<file path="config.mk">
export PLATFORM = sky130hd
export DESIGN_NAME = first_fit_extent_allocator_flat
export DESIGN_NICKNAME = d
export VERILOG_FILES = /design/src/design/fext_pkg.sv /design/src/design/fext_req_if.sv /design/src/design/fext_rsp_if.sv /design/src/design/fext_table.sv /design/src/design/first_fit_extent_allocator.sv /design/src/flat_wrapper.sv
export SDC_FILE = /design/constraint.sdc
export NUM_CORES = 2
export LEC_CHECK = 0
export BUFFER_PORTS_ARGS = -buffer_cell sky130_fd_sc_hd__buf_2
export CAP_MARGIN = 10
export CORE_ASPECT_RATIO = 1.5
export CORE_MARGIN = 2
export CORE_UTILIZATION = 50
export CTS_BUF_LIST = sky130_fd_sc_hd__clkbuf_4
export DETAILED_ROUTE_END_ITERATION = 10
export GPL_TIMING_DRIVEN = 1
export PLACE_DENSITY = 0.66
export SETUP_SLACK_MARGIN = 0.4
export SLEW_MARGIN = 15
export SYNTH_ARGS = -nofsm -noshare
export SYNTH_HDL_FRONTEND = slang
export SYNTH_HIERARCHICAL = 1
export SYNTH_SLANG_ARGS = --single-unit
</file>
<file path="constraint.sdc">
create_clock -name clk -period 16.5 [get_ports clk]
set_clock_uncertainty 0.1 [all_clocks]
set_input_delay 2.475 -clock clk [delete_from_list [all_inputs] [get_ports clk]]
set_output_delay 2.475 -clock clk [all_outputs]
set_load 0.05 [all_outputs]
</file>
<file path="src/design/fext_pkg.sv">
// ----------------------------------------------------------------------------
// fext_pkg: shared types and constants of the first-fit extent allocator
// Widths, request and status codes, and the table write command.
// ----------------------------------------------------------------------------
package fext_pkg;

	localparam int EXTENTS   = 16;
	localparam int PAGE_BITS = 12;
	localparam int ADDR_W    = 32;
	localparam int END_W     = ADDR_W + 1;
	localparam int IDX_W     = $clog2(EXTENTS);
	localparam int CNT_W     = $clog2(EXTENTS + 1);

	localparam logic [END_W-1:0]  TOP_END   = END_W'(1) << ADDR_W;
	localparam logic [ADDR_W-1:0] PAGE_MASK = ~((ADDR_W'(1) << PAGE_BITS) - ADDR_W'(1));

	typedef enum logic [1:0] {
		REQ_ALLOC   = 2'd0,
		REQ_RESERVE = 2'd1,
		REQ_FREE    = 2'd2,
		REQ_BAD     = 2'd3
	} req_type_t;

	typedef enum logic [1:0] {
		ST_OK    = 2'd0,
		ST_NOFIT = 2'd1,
		ST_FULL  = 2'd2,
		ST_BAD   = 2'd3
	} status_t;

	typedef struct packed {
		logic              en;
		logic [IDX_W-1:0]  idx;
		logic [ADDR_W-1:0] ext_start;
		logic [END_W-1:0]  ext_end;
	} tbl_wr_t;

endpackage

</file>
<file path="src/design/fext_req_if.sv">
// ----------------------------------------------------------------------------
// fext_req_if: request channel of the extent allocator
// valid/ready handshake carrying request type, address and size.
// ----------------------------------------------------------------------------
interface fext_req_if;
	import fext_pkg::*;

	logic              valid;
	logic              ready;
	logic [1:0]        req_type;
	logic [ADDR_W-1:0] req_addr;
	logic [ADDR_W-1:0] req_size;

	modport source (output valid, output req_type, output req_addr, output req_size,
		input ready);
	modport sink (input valid, input req_type, input req_addr, input req_size,
		output ready);
endinterface

</file>
<file path="src/design/fext_rsp_if.sv">
// ----------------------------------------------------------------------------
// fext_rsp_if: response channel of the extent allocator
// valid/ready handshake carrying grant flag, grant address and status.
// ----------------------------------------------------------------------------
interface fext_rsp_if;
	import fext_pkg::*;

	logic              valid;
	logic              ready;
	logic              granted;
	logic [ADDR_W-1:0] grant_addr;
	logic [1:0]        status;

	modport source (output valid, output granted, output grant_addr, output status,
		input ready);
	modport sink (input valid, input granted, input grant_addr, input status,
		output ready);
endinterface

</file>
<file path="src/design/fext_table.sv">
// ----------------------------------------------------------------------------
// fext_table: free extent storage
// One write port and one read port over the start and end arrays.
// ----------------------------------------------------------------------------
module fext_table (
	input  logic                     clk,
	input  fext_pkg::tbl_wr_t        wr,
	input  logic [fext_pkg::IDX_W-1:0]  rd_idx,
	output logic [fext_pkg::ADDR_W-1:0] rd_start,
	output logic [fext_pkg::END_W-1:0]  rd_end
);
	import fext_pkg::*;

	logic [ADDR_W-1:0] start_q [EXTENTS];
	logic [END_W-1:0]  end_q   [EXTENTS];

	always_ff @(posedge clk) begin
		if (wr.en) begin
			start_q[wr.idx] <= wr.ext_start;
			end_q[wr.idx]   <= wr.ext_end;
		end
	end

	assign rd_start = start_q[rd_idx];
	assign rd_end   = end_q[rd_idx];
endmodule

</file>
<file path="src/design/first_fit_extent_allocator.sv">
// ----------------------------------------------------------------------------
// first_fit_extent_allocator: address-ordered free extent table
// Allocate first fit, reserve a range at a page-aligned base, free with coalescing.
// ----------------------------------------------------------------------------
// Usage:
//   req: one transfer per request (req_type, req_addr, req_size).
//   rsp: one transfer per request (granted, grant_addr, status).
//   req.ready is high only while the sequencer is idle; one request is
//   worked on at a time.
//   A request runs through a scan over the stored extents, a decide step,
//   shift steps when an entry is inserted or removed, and a step that
//   loads the response register. Scan and shift together step over each
//   stored extent about once, paced by the single table read port; the
//   sequencer returns to idle before the next request is taken.
//   Bad requests (zero size, wrapping reserve or free range, unknown type)
//   skip the scan and go straight to the response step.
//   The response sits in an output register, so a new request is taken
//   while an earlier response waits; a stalled rsp holds the sequencer
//   only when the next response is ready to be loaded.
//   Reset empties the table (count zero); software frees the initial region.
// ----------------------------------------------------------------------------
module first_fit_extent_allocator (
	input  logic clk,
	input  logic arst_n,
	fext_req_if.sink   req,
	fext_rsp_if.source rsp
);
	import fext_pkg::*;

	typedef enum logic [5:0] {
		S_IDLE = 6'b000001,
		S_SCAN = 6'b000010,
		S_EXEC = 6'b000100,
		S_SHUP = 6'b001000,
		S_SHDN = 6'b010000,
		S_FIN  = 6'b100000
	} state_t;

	state_t            state_q;
	req_type_t         type_q;
	logic [ADDR_W-1:0] a_q;
	logic [END_W-1:0]  e_q;
	logic [ADDR_W-1:0] size_q;
	logic [CNT_W-1:0]  cnt_q, i_q, lo_q, k_q, d_q, pos_q;
	logic              lo_fnd_q;
	logic [ADDR_W-1:0] lo_start_q, hs_q, ins_s_q;
	logic [END_W-1:0]  last_end_q, he_q, ins_e_q;
	status_t           res_st_q;
	logic [ADDR_W-1:0] res_addr_q;
	logic              out_vld_q, out_granted_q;
	logic [ADDR_W-1:0] out_addr_q;
	status_t           out_st_q;

	tbl_wr_t           wr;
	logic [IDX_W-1:0]  rd_idx;
	logic [ADDR_W-1:0] rd_start;
	logic [END_W-1:0]  rd_end;

	fext_table u_table (
		.clk      (clk),
		.wr       (wr),
		.rd_idx   (rd_idx),
		.rd_start (rd_start),
		.rd_end   (rd_end)
	);

	// request decode
	req_type_t         in_type;
	logic [ADDR_W-1:0] in_base;
	logic [END_W-1:0]  in_end;
	logic              in_bad;
	always_comb begin
		in_type = req_type_t'(req.req_type);
		in_base = (in_type == REQ_RESERVE) ? (req.req_addr & PAGE_MASK) : req.req_addr;
		in_end  = {1'b0, in_base} + {1'b0, req.req_size};
		in_bad  = (req.req_size == '0) || (in_type == REQ_BAD) ||
			((in_type != REQ_ALLOC) && (in_end > TOP_END));
	end

	// scan compares, one entry per cycle
	logic              in_rng, fit, hit, beyond;
	logic [CNT_W-1:0]  lo_eff, nk;
	logic              left, right;
	logic [END_W-1:0]  ns_alloc;
	logic [CNT_W:0]    shdn_src;
	always_comb begin
		in_rng   = i_q < cnt_q;
		fit      = (rd_end - {1'b0, rd_start}) >= {1'b0, size_q};
		hit      = ({1'b0, rd_start} <= {1'b0, a_q}) && (rd_end >= e_q);
		beyond   = {1'b0, rd_start} > e_q;
		lo_eff   = lo_fnd_q ? lo_q : i_q;
		nk       = i_q - lo_eff;
		left     = hs_q < a_q;
		right    = he_q > e_q;
		ns_alloc = {1'b0, hs_q} + {1'b0, size_q};
		shdn_src = {1'b0, k_q} + {1'b0, d_q};
	end

	always_comb begin
		unique case (state_q)
			S_SHUP:  rd_idx = IDX_W'(k_q - CNT_W'(1));
			S_SHDN:  rd_idx = shdn_src[IDX_W-1:0];
			default: rd_idx = i_q[IDX_W-1:0];
		endcase
	end

	// table write port
	always_comb begin
		wr = '0;
		unique case (state_q)
			S_EXEC: begin
				wr.idx = i_q[IDX_W-1:0];
				unique case (type_q)
					REQ_ALLOC: begin
						wr.en        = ns_alloc < he_q;
						wr.ext_start = ns_alloc[ADDR_W-1:0];
						wr.ext_end   = he_q;
					end
					REQ_RESERVE: begin
						wr.en        = (left || right) && !(left && right &&
							cnt_q >= CNT_W'(EXTENTS));
						wr.ext_start = left ? hs_q : e_q[ADDR_W-1:0];
						wr.ext_end   = left ? {1'b0, a_q} : he_q;
					end
					REQ_FREE: begin
						wr.en        = nk != '0;
						wr.idx       = lo_eff[IDX_W-1:0];
						wr.ext_start = (lo_start_q < a_q) ? lo_start_q : a_q;
						wr.ext_end   = (last_end_q > e_q) ? last_end_q : e_q;
					end
					default: wr.en = 1'b0;
				endcase
			end
			S_SHUP: begin
				wr.en = 1'b1;
				if (k_q > pos_q) begin
					wr.idx       = k_q[IDX_W-1:0];
					wr.ext_start = rd_start;
					wr.ext_end   = rd_end;
				end else begin
					wr.idx       = pos_q[IDX_W-1:0];
					wr.ext_start = ins_s_q;
					wr.ext_end   = ins_e_q;
				end
			end
			S_SHDN: begin
				wr.en        = shdn_src < {1'b0, cnt_q};
				wr.idx       = k_q[IDX_W-1:0];
				wr.ext_start = rd_start;
				wr.ext_end   = rd_end;
			end
			default: wr = '0;
		endcase
	end

	// payload registers
	always_ff @(posedge clk) begin
		unique case (state_q)
			S_IDLE: begin
				if (req.valid) begin
					type_q     <= in_type;
					a_q        <= in_base;
					e_q        <= in_end;
					size_q     <= req.req_size;
					res_addr_q <= '0;
					res_st_q   <= in_bad ? ST_BAD : ST_OK;
					last_end_q <= '0;
					lo_q       <= '0;
					lo_start_q <= '0;
				end
			end
			S_SCAN: begin
				if (!in_rng) begin
					if (type_q != REQ_FREE)
						res_st_q <= ST_NOFIT;
				end else if ((type_q == REQ_ALLOC && fit) ||
					(type_q == REQ_RESERVE && hit)) begin
					hs_q <= rd_start;
					he_q <= rd_end;
				end else if (type_q == REQ_FREE && !beyond) begin
					if (!lo_fnd_q && rd_end >= {1'b0, a_q}) begin
						lo_q       <= i_q;
						lo_start_q <= rd_start;
					end
					last_end_q <= rd_end;
				end
			end
			S_EXEC: begin
				unique case (type_q)
					REQ_ALLOC: res_addr_q <= hs_q;
					REQ_RESERVE: begin
						if (left && right && cnt_q >= CNT_W'(EXTENTS))
							res_st_q <= ST_FULL;
						pos_q   <= i_q + CNT_W'(1);
						ins_s_q <= e_q[ADDR_W-1:0];
						ins_e_q <= he_q;
					end
					REQ_FREE: begin
						if (nk == '0 && cnt_q >= CNT_W'(EXTENTS))
							res_st_q <= ST_FULL;
						pos_q   <= i_q;
						ins_s_q <= a_q;
						ins_e_q <= e_q;
					end
					default: res_st_q <= ST_BAD;
				endcase
			end
			default: begin
			end
		endcase
		if (state_q == S_FIN && (!out_vld_q || rsp.ready)) begin
			out_granted_q <= res_st_q == ST_OK;
			out_addr_q    <= (res_st_q == ST_OK) ? res_addr_q : '0;
			out_st_q      <= res_st_q;
		end
	end

	// sequencer and control state
	always_ff @(posedge clk or negedge arst_n) begin
		if (!arst_n) begin
			state_q   <= S_IDLE;
			cnt_q     <= '0;
			i_q       <= '0;
			k_q       <= '0;
			d_q       <= '0;
			lo_fnd_q  <= 1'b0;
			out_vld_q <= 1'b0;
		end else begin
			if (rsp.ready)
				out_vld_q <= 1'b0;
			unique case (state_q)
				S_IDLE: begin
					if (req.valid) begin
						i_q      <= '0;
						lo_fnd_q <= 1'b0;
						state_q  <= in_bad ? S_FIN : S_SCAN;
					end
				end
				S_SCAN: begin
					if (!in_rng) begin
						state_q <= (type_q == REQ_FREE) ? S_EXEC : S_FIN;
					end else if ((type_q == REQ_ALLOC && fit) ||
						(type_q == REQ_RESERVE && hit) ||
						(type_q == REQ_FREE && beyond)) begin
						state_q <= S_EXEC;
					end else begin
						if (type_q == REQ_FREE && rd_end >= {1'b0, a_q})
							lo_fnd_q <= 1'b1;
						i_q <= i_q + CNT_W'(1);
					end
				end
				S_EXEC: begin
					state_q <= S_FIN;
					unique case (type_q)
						REQ_ALLOC: begin
							if (ns_alloc >= he_q) begin
								k_q     <= i_q;
								d_q     <= CNT_W'(1);
								state_q <= S_SHDN;
							end
						end
						REQ_RESERVE: begin
							if (left && right) begin
								if (cnt_q < CNT_W'(EXTENTS)) begin
									k_q     <= cnt_q;
									state_q <= S_SHUP;
								end
							end else if (!left && !right) begin
								k_q     <= i_q;
								d_q     <= CNT_W'(1);
								state_q <= S_SHDN;
							end
						end
						REQ_FREE: begin
							if (nk == '0) begin
								if (cnt_q < CNT_W'(EXTENTS)) begin
									k_q     <= cnt_q;
									state_q <= S_SHUP;
								end
							end else if (nk > CNT_W'(1)) begin
								k_q     <= lo_eff + CNT_W'(1);
								d_q     <= nk - CNT_W'(1);
								state_q <= S_SHDN;
							end
						end
						default: state_q <= S_FIN;
					endcase
				end
				S_SHUP: begin
					if (k_q > pos_q) begin
						k_q <= k_q - CNT_W'(1);
					end else begin
						cnt_q   <= cnt_q + CNT_W'(1);
						state_q <= S_FIN;
					end
				end
				S_SHDN: begin
					if (shdn_src < {1'b0, cnt_q}) begin
						k_q <= k_q + CNT_W'(1);
					end else begin
						cnt_q   <= cnt_q - d_q;
						state_q <= S_FIN;
					end
				end
				S_FIN: begin
					if (!out_vld_q || rsp.ready) begin
						out_vld_q <= 1'b1;
						state_q   <= S_IDLE;
					end
				end
				default: state_q <= S_IDLE;
			endcase
		end
	end

	assign req.ready      = state_q == S_IDLE;
	assign rsp.valid      = out_vld_q;
	assign rsp.granted    = out_granted_q;
	assign rsp.grant_addr = out_addr_q;
	assign rsp.status     = out_st_q;
endmodule

</file>
<file path="src/flat_wrapper.sv">
// flat-port wrapper written by rule: the top's interface ports become plain ports
module first_fit_extent_allocator_flat import fext_pkg::*;
  (clk, arst_n, req_valid, req_req_type, req_req_addr, req_req_size, req_ready, rsp_valid, rsp_granted, rsp_grant_addr, rsp_status, rsp_ready);
  fext_req_if req_i ();
  fext_rsp_if rsp_i ();
  input  logic clk;
  input  logic arst_n;
  input wire logic [$bits(req_i.valid)-1:0] req_valid;
  input wire logic [$bits(req_i.req_type)-1:0] req_req_type;
  input wire logic [$bits(req_i.req_addr)-1:0] req_req_addr;
  input wire logic [$bits(req_i.req_size)-1:0] req_req_size;
  output wire logic [$bits(req_i.ready)-1:0] req_ready;
  output wire logic [$bits(rsp_i.valid)-1:0] rsp_valid;
  output wire logic [$bits(rsp_i.granted)-1:0] rsp_granted;
  output wire logic [$bits(rsp_i.grant_addr)-1:0] rsp_grant_addr;
  output wire logic [$bits(rsp_i.status)-1:0] rsp_status;
  input wire logic [$bits(rsp_i.ready)-1:0] rsp_ready;
  assign req_i.valid = req_valid;
  assign req_i.req_type = req_req_type;
  assign req_i.req_addr = req_req_addr;
  assign req_i.req_size = req_req_size;
  assign req_ready = req_i.ready;
  assign rsp_valid = rsp_i.valid;
  assign rsp_granted = rsp_i.granted;
  assign rsp_grant_addr = rsp_i.grant_addr;
  assign rsp_status = rsp_i.status;
  assign rsp_i.ready = rsp_ready;
  first_fit_extent_allocator u_core (.clk(clk), .arst_n(arst_n), .req(req_i), .rsp(rsp_i));
endmodule
</file>
# --- Word level (Yosys, flattened, before mapping) ---
# Memories as Yosys holds them, arrays and structs flattened.
# Index checks and enable logic that the tools add are counted.
totals:
  word_cells: 237
  output_inout_bits: 37
  mem_bits_rw: 1040
  romBits: 0
  regBits: 401
  memories: 2
  latch_bits: 0
classes:
  div: 0
  n_lt_le_gt_ge: 18
  shift: 0
  bitwise_logic: 0
  n_eq_ne: 39
  n_reduce_logical: 52
  n_addsub: 12
  muxes: 90
  multipliers: 0
memory_table:
  columns: ["memory", "words", "word_bits", "read_ports", "rd_clocked_by_memory_dff", "write_ports", "line", "text"]
  rows:
  - ["u_core.u_table.end_q", 16, 33, 1, 0, 1, "fext_table.sv:15", "logic [END_W-1:0] end_q [EXTENTS];"]
  - ["u_core.u_table.start_q", 16, 32, 1, 0, 1, "fext_table.sv:14", "logic [ADDR_W-1:0] start_q [EXTENTS];"]
op_table:
  columns: ["cell", "n"]
  rows:
  - ["2-to-1 mux 32 bit", 8]
  - ["one-hot mux 70 bit (3 select lines)", 1]
  - ["2-to-1 mux 33 bit", 6]
  - ["one-hot mux 65 bit (3 select lines)", 1]
  - ["one-hot mux 32 bit (2 select lines)", 3]
  - ["one-hot mux 33 bit (2 select lines)", 2]
  - ["2-to-1 mux 5 bit", 23]
  - ["2-to-1 mux 6 bit", 14]
  - ["2-to-1 mux 69 bit", 1]
  - ["adder 32 x 32 -> 33 bit", 2]
  - [">= comparator 33 x 32 -> 1 bit", 2]
  - [">= comparator 33 bit", 2]
  - ["greater-than comparator 33 bit", 2]
  - ["< comparator 32 bit", 2]
  - ["one-hot mux 5 bit (3 select lines)", 3]
  - ["one-hot mux 5 bit (2 select lines)", 4]
  - ["one-hot mux 6 bit (6 select lines)", 1]
  - ["greater-than comparator 32 x 33 -> 1 bit", 1]
  - ["greater-than comparator 33 bit (second input constant)", 1]
  - ["< comparator 33 bit", 1]
  - ["subtractor 33 x 32 -> 33 bit", 1]
  - ["less-or-equal comparator 32 bit", 1]
  - ["zero test 32 bit", 1]
  - ["inequality test 2 bit (second input constant)", 14]
  - ["46 further kinds", 114]

# --- Depth between registers and ports, before layout ---
# An unclocked memory read counts as a cell.
logic_depth:
  ltp_word: 11
  ltp_mapped: 38

# --- Hierarchy ---
# The synthesis kept the hierarchy.
modules_own_cells:
  columns: ["mod", "instances", "seq_area_each_um2", "area_each_um2", "cells_per_inst"]
  rows:
  - ["fext_table", 1, 31230.0, 38942.3, 1608]
  - ["first_fit_extent_allocator", 1, 11902.7, 32247.2, 3410]

# --- Worst setup path after synthesis ---
# No wires, ideal clock.
synth_timing:
  path_kind: "register to register"
  start: "register u_core.state_q[2]"
  end: "register u_core.he_q[0], enable pin"
  setup_time_ns: 0.585
  period_less_slack_ns: 11.568
  t_arrival_ns: 10.882
  path_slack_ns: 4.932
  path_stages_with_launch: 34
  n_path_buf: 3
  required_ns: 15.815
  path_cell_list: "dfrtp_1 nor4_1 and3b_1 clkbuf_1 nand2_1 o221ai_1 buf_6 buf_2 mux4_2 a22oi_1 nand2_1 inv_1 ha_1 fa_1 nand2b_1 a21boi_0 o21ai_0 a21oi_1 a211oi_1 o21ai_1 a31oi_1 o21ai_0 a21o_1 a21o_1 xor2_1 ha_1 a21o_1 a21oi_1 nor2b_1 o21ai_0 o2111ai_1 o21ai_0 o2111a_1 a211oi_1"
synth_via:
  elab_chain_len: 8
  word_cells_on_any_way: 15
  cone_classes: "add/sub (1); order compare (3); eq/ne (3); mux (1); reduce/logical (5); memory (2)"
synth_rtl:
  columns: ["element", "line", "text"]
  rows:
  - ["start, declared", "first_fit_extent_allocator.sv:39", "state_t state_q;"]
  - ["start signal, assigned", "first_fit_extent_allocator.sv:236", "state_q <= in_bad ? S_FIN : S_SCAN;"]
  - ["start signal, assigned", "first_fit_extent_allocator.sv:241", "state_q <= (type_q == REQ_FREE) ? S_EXEC : S_FIN;"]
  - ["== test 6 x 5 -> 1 bit / == test 6 x 4 -> 1 bit (equally long branches)", "first_fit_extent_allocator.sv:100", "unique case (state_q)"]
  - ["one-hot mux 4 bit (2 select lines) (*)", "first_fit_extent_allocator.sv:100", null]
  - ["via u_core.rd_idx[0]", "first_fit_extent_allocator.sv:55", "logic [IDX_W-1:0] rd_idx;"]
  - ["memory read (16 x 33 bit) (*)", null, null]
  - ["via u_core.rd_end[0]", "first_fit_extent_allocator.sv:57", "logic [END_W-1:0] rd_end;"]
  - ["subtractor 33 x 32 -> 33 bit / >= comparator 33 bit (equally long branches)", "first_fit_extent_allocator.sv:88, first_fit_extent_allocator.sv:89", null]
  - [">= comparator 33 x 32 -> 1 bit / logical AND 1 bit (equally long branches)", "first_fit_extent_allocator.sv:88, first_fit_extent_allocator.sv:89", null]
  - ["logical AND 1 bit (on tied branches)", "first_fit_extent_allocator.sv:176, first_fit_extent_allocator.sv:177", null]
  - ["logical OR 1 bit (*)", "first_fit_extent_allocator.sv:176", "end else if ((type_q == REQ_ALLOC && fit) ||"]
  - ["AND reduction 3 bit (no source line) (*)", null, null]
  - ["end signal, assigned", "first_fit_extent_allocator.sv:179", "he_q <= rd_end;"]
  - ["end, declared", "first_fit_extent_allocator.sv:47", "logic [END_W-1:0] last_end_q, he_q, ins_e_q;"]
# The timed path passes the listed nets; every way through them passes the cells marked *.
# A chain may end at the register's enable or synchronous reset.

# --- Worst setup path after layout ---
layout_timing:
  start: "register u_core.state_q[0]"
  end: "register u_core.he_q[12], enable pin"
layout_via:
  elab_chain_len: 8
  word_cells_on_any_way: 15
  cone_classes: "add/sub (1); order compare (3); eq/ne (3); mux (1); reduce/logical (5); memory (2)"
layout_rtl:
  columns: ["element", "line", "text"]
  rows:
  - ["== test 6 x 5 -> 1 bit / == test 6 x 4 -> 1 bit (equally long branches)", "first_fit_extent_allocator.sv:100", null]
  - ["one-hot mux 4 bit (2 select lines) (*)", "first_fit_extent_allocator.sv:100", null]
  - ["via u_core.rd_idx[0]", "first_fit_extent_allocator.sv:55", null]
  - ["memory read (16 x 32 bit) (*)", null, null]
  - ["via u_core.rd_start[0]", "first_fit_extent_allocator.sv:56", "logic [ADDR_W-1:0] rd_start;"]
  - ["subtractor 33 x 32 -> 33 bit / less-or-equal comparator 32 bit (equally long branches)", "first_fit_extent_allocator.sv:88, first_fit_extent_allocator.sv:89", null]
  - [">= comparator 33 x 32 -> 1 bit / logical AND 1 bit (equally long branches)", "first_fit_extent_allocator.sv:88, first_fit_extent_allocator.sv:89", null]
  - ["logical AND 1 bit (on tied branches)", "first_fit_extent_allocator.sv:176, first_fit_extent_allocator.sv:177", null]
  - ["logical OR 1 bit (*)", "first_fit_extent_allocator.sv:176", null]
  - ["AND reduction 3 bit (no source line) (*)", null, null]
# Marked as above.

==> results.ini <==
[sta]
timing_worst_slew_pin_value_ns=1.211
timing.fmax_mhz=88.90
slew-limit-headroom=0.1797
final-setup-viol-count=0
period_needed_ns=11.25
finalMaxSlewViolations=0
finalSetupTns_ns=0
fin_hold_ws_ns=0.3715
postLayoutSetupSlackWorst_ns=5.252
report.final.hold_viol_count=0
part_of_the_cycle_the_worst_path_needs=0.6817
unrepaired_setup_endpoints_after_global_routing=no

[finish]
post_route_cells_drive_above_1_share=0.1971
finish.net_count=5915
fillerInstances=11430
synth_to_layout_area_growth_pct=10.42
postLayoutCoreUtil=0.5557

[worst_setup_path]
critical_path_peak_fanout=78
setup.worst_path.start_class=flip-flop
max_stage_delay_ns=0.84
timing.setup.critical_path_class=reg -> reg
setup.worst_path.end_class=flip-flop
worstPathRequired_ns=17.20
slowest_stage=a211oi_4
arrival_ns=11.95
critical-path-top-cell-by-count=o21ai_0

[clock_network]
cts.htree.levels=5
tritoncts.num_buffers=346
clk_pin_slew_ns=0.07
ctsRootBufferMaster=clkbuf_4
tritoncts_clock_tree=yes
worstSkewPairLatency_ns=1.30
cts.sinks=1441
cts_buffer_depth=4
post-cts-setup-buffer-count=0
post_cts_hold_buffer_count=0
cts_resized=0

[synth]
synthTopCellsByArea=edfxtp_1, mux4_2, ha_1
post_synth_most_frequent_cells=edfxtp_1, nand2_1, ha_1
synth.top_cell.area_share=0.5960
synth.most_common_cell=edfxtp_1
syn_area_um2=71190
synthFlopType=edfxtp_1
synthCells=5018
synth_seq_area_share=0.6059
synth.lib_cells_used.distinct=89
synth_net_count=5548
postSynthRegisterBits=1441
postSynth.asyncResetShare=0.01943
synthesis.yosys.warnings=6
synth_edf_count=1413
avgSynthCellArea_um2=14.19
synth_largest_area_cell=edfxtp_1

[global_routing]
grt_max_degree=104
grt.overflow.total=0
number_of_global_route_vias_before_repair=48150
grt_antenna_before_repair=3
groute.usage.overall=0.2849
global_route_wire_length_before_repair_um=305500

[routing]
drc_errors=0
detail_route.wl_per_cell_um=27.66
number_of_drc_violations_after_detailed_routing_iteration_0=4928
antenna_left=0
route.detailed.vias_per_inst=6.312
firstDrtPassIters=8
post_detailed_routing_wire_length_um=207800
dr_total_vias=47410

[power]
power.total_w=0.009314
vdd_ir_drop_max_mv=0.07331
cellPowerDensity_nw_per_um2=118.5
power_leakage_nw=26.03

[die]
io_pins=107
placementRows=169
die_area_um2=145500
die_height_um=466.1
die_w_um=312.1
effective_utilization_at_floorplan=0.5032
core_area_um2=141500

[placed_design]
gp_congestion=0.9757
io_buffer_count=106
detailedPlace.worstSlack_ns=5.529
post-dp-hpwl_um=138300

[worst_hold_path]
class_of_the_worst_hold_path=reg -> reg

[job]
drv_cap=0

[status]
status=complete, no violations

-- cell type report --
class / instances / area, um^2 / share of cell area
Multi-Input combinational cell: 3126 / 26510 / 0.3373
Clock inverter: 109 / 544.3 / 0.006924
Timing Repair Buffer: 240 / 1612 / 0.02050
Tap cell: 1881 / 2354 / 0.02994
Sequential cell: 1441 / 43130 / 0.5487
Antenna cell: 9 / 22.52 / 0.0002865
Inverter: 230 / 865.8 / 0.01101
Clock buffer: 475 / 3566 / 0.04536
-- state kept, by name, indices dropped and copies added (netlist names), 6 cells and up --
register                flops
u_core/he_q                33
u_core/rsp.grant_addr      32
u_core/ins_s_q             32
u_core/a_q                 32
u_core/hs_q                32
u_core/state_q              6
u_core/res_addr_q          32
u_core/ins_e_q             33
u_core/size_q              32
u_core/u_table/end_q      528
u_core/lo_start_q          32
u_core/u_table/start_q    512
u_core/last_end_q          33
u_core/e_q                 33
-- where the power goes --
| part | total, W | leakage, nW | switching [W] | internal, W |
|---|---|---|---|---|
| clock | 0.00280 | 2.46 | 0.00141 | 0.00139 |
| sequential | 0.00442 | 11.2 | 0.000184 | 0.00423 |
| combinational | 0.00210 | 12.3 | 0.00134 | 0.000751 |
| total | 0.00931 | 26.0 | 0.00294 | 0.00638 |
-- kinds of logic (layout without fill, tap and decap cells) --
family | count (synthesis) | count (layout) | share of synthesized area
multiplexers | 343 | 343 | 0.09450
XOR/XNOR | 97 | 97 | 0.01193
AND/OR/NAND/NOR | 1073 | 1073 | 0.07208
adder cells (fa/ha/maj) | 460 | 460 | 0.08148
buffers and inverters | 451 | 1054 | 0.02633
flip-flops | 1441 | 1441 | 0.6059
AO/OA/AOI/OAI | 1153 | 1153 | 0.1078
other | 0 | 9 | 0
-- stage by stage --
stage,std cells,area (um^2)
4_1_cts,7502,78580
6_report,7511,78610
3_5_place_dp,6918,74470
5_1_grt,7510,78610
2_1_floorplan,5018,71190
3_3_place_gp,6918,74470
-- final timing paths --
check,end,slack [ns],startpoint,cells past startpoint
max reg2reg,u_core/he_q[12]$_DFFE_PP_,5.25,u_core/state_q[0]$_DFFE_PN1P_,33
max in group asynchronous,u_core/i_q[4]$_DFFE_PN0P_,14.69,arst_n,1
max,u_core/he_q[12]$_DFFE_PP_,5.25,u_core/state_q[0]$_DFFE_PN1P_,33
min reg2reg,u_core/rsp.status[0]$_DFFE_PP_,0.37,u_core/res_st_q[0]$_DFFE_PP_,0
min,u_core/rsp.status[0]$_DFFE_PP_,0.37,u_core/res_st_q[0]$_DFFE_PP_,0
min in group asynchronous,u_core/k_q[1]$_DFFE_PN0P_,1.14,arst_n,1
-- cell usage in the layout (no fill, tap or decap), drive strengths merged, types with 33 or more instances in the layout --
cell       n
clkinv   103
a21oi    167
mux2i     50
a22oi    227
nand3     48
mux4     260
nand4     68
a211oi    37
nand2b    40
a21o     145
edfxtp  1413
nor2b     35
xnor2     67
and2     113
buf      240
mux2      33
nor2     173
ha       454
o21ai    319
nand2    460
inv      232
a221oi    48
clkbuf   475
-- per-layer routing --
layer / vias up / global-route usage / share of wire
li1: 20710 / - / -
met5: - / 0 / 0
met2: 2418 / 0.4721 / 0.49
met4: 0 / 0.1509 / 0.055
met3: 519 / 0.04541 / 0.078
met1: 23760 / 0.3618 / 0.38
-- critical path, delay by kind of cell, from the launching register on --
family	cells	cell delay, ns
mux	1	0.58
xor+xnor	1	0.06
fa+ha+maj	3	0.98
compound gates	18	4.48
simple gates	6	1.55
buf+inv	4	2.12
flops	1	0.59
(Power assumes the default switching activity.)
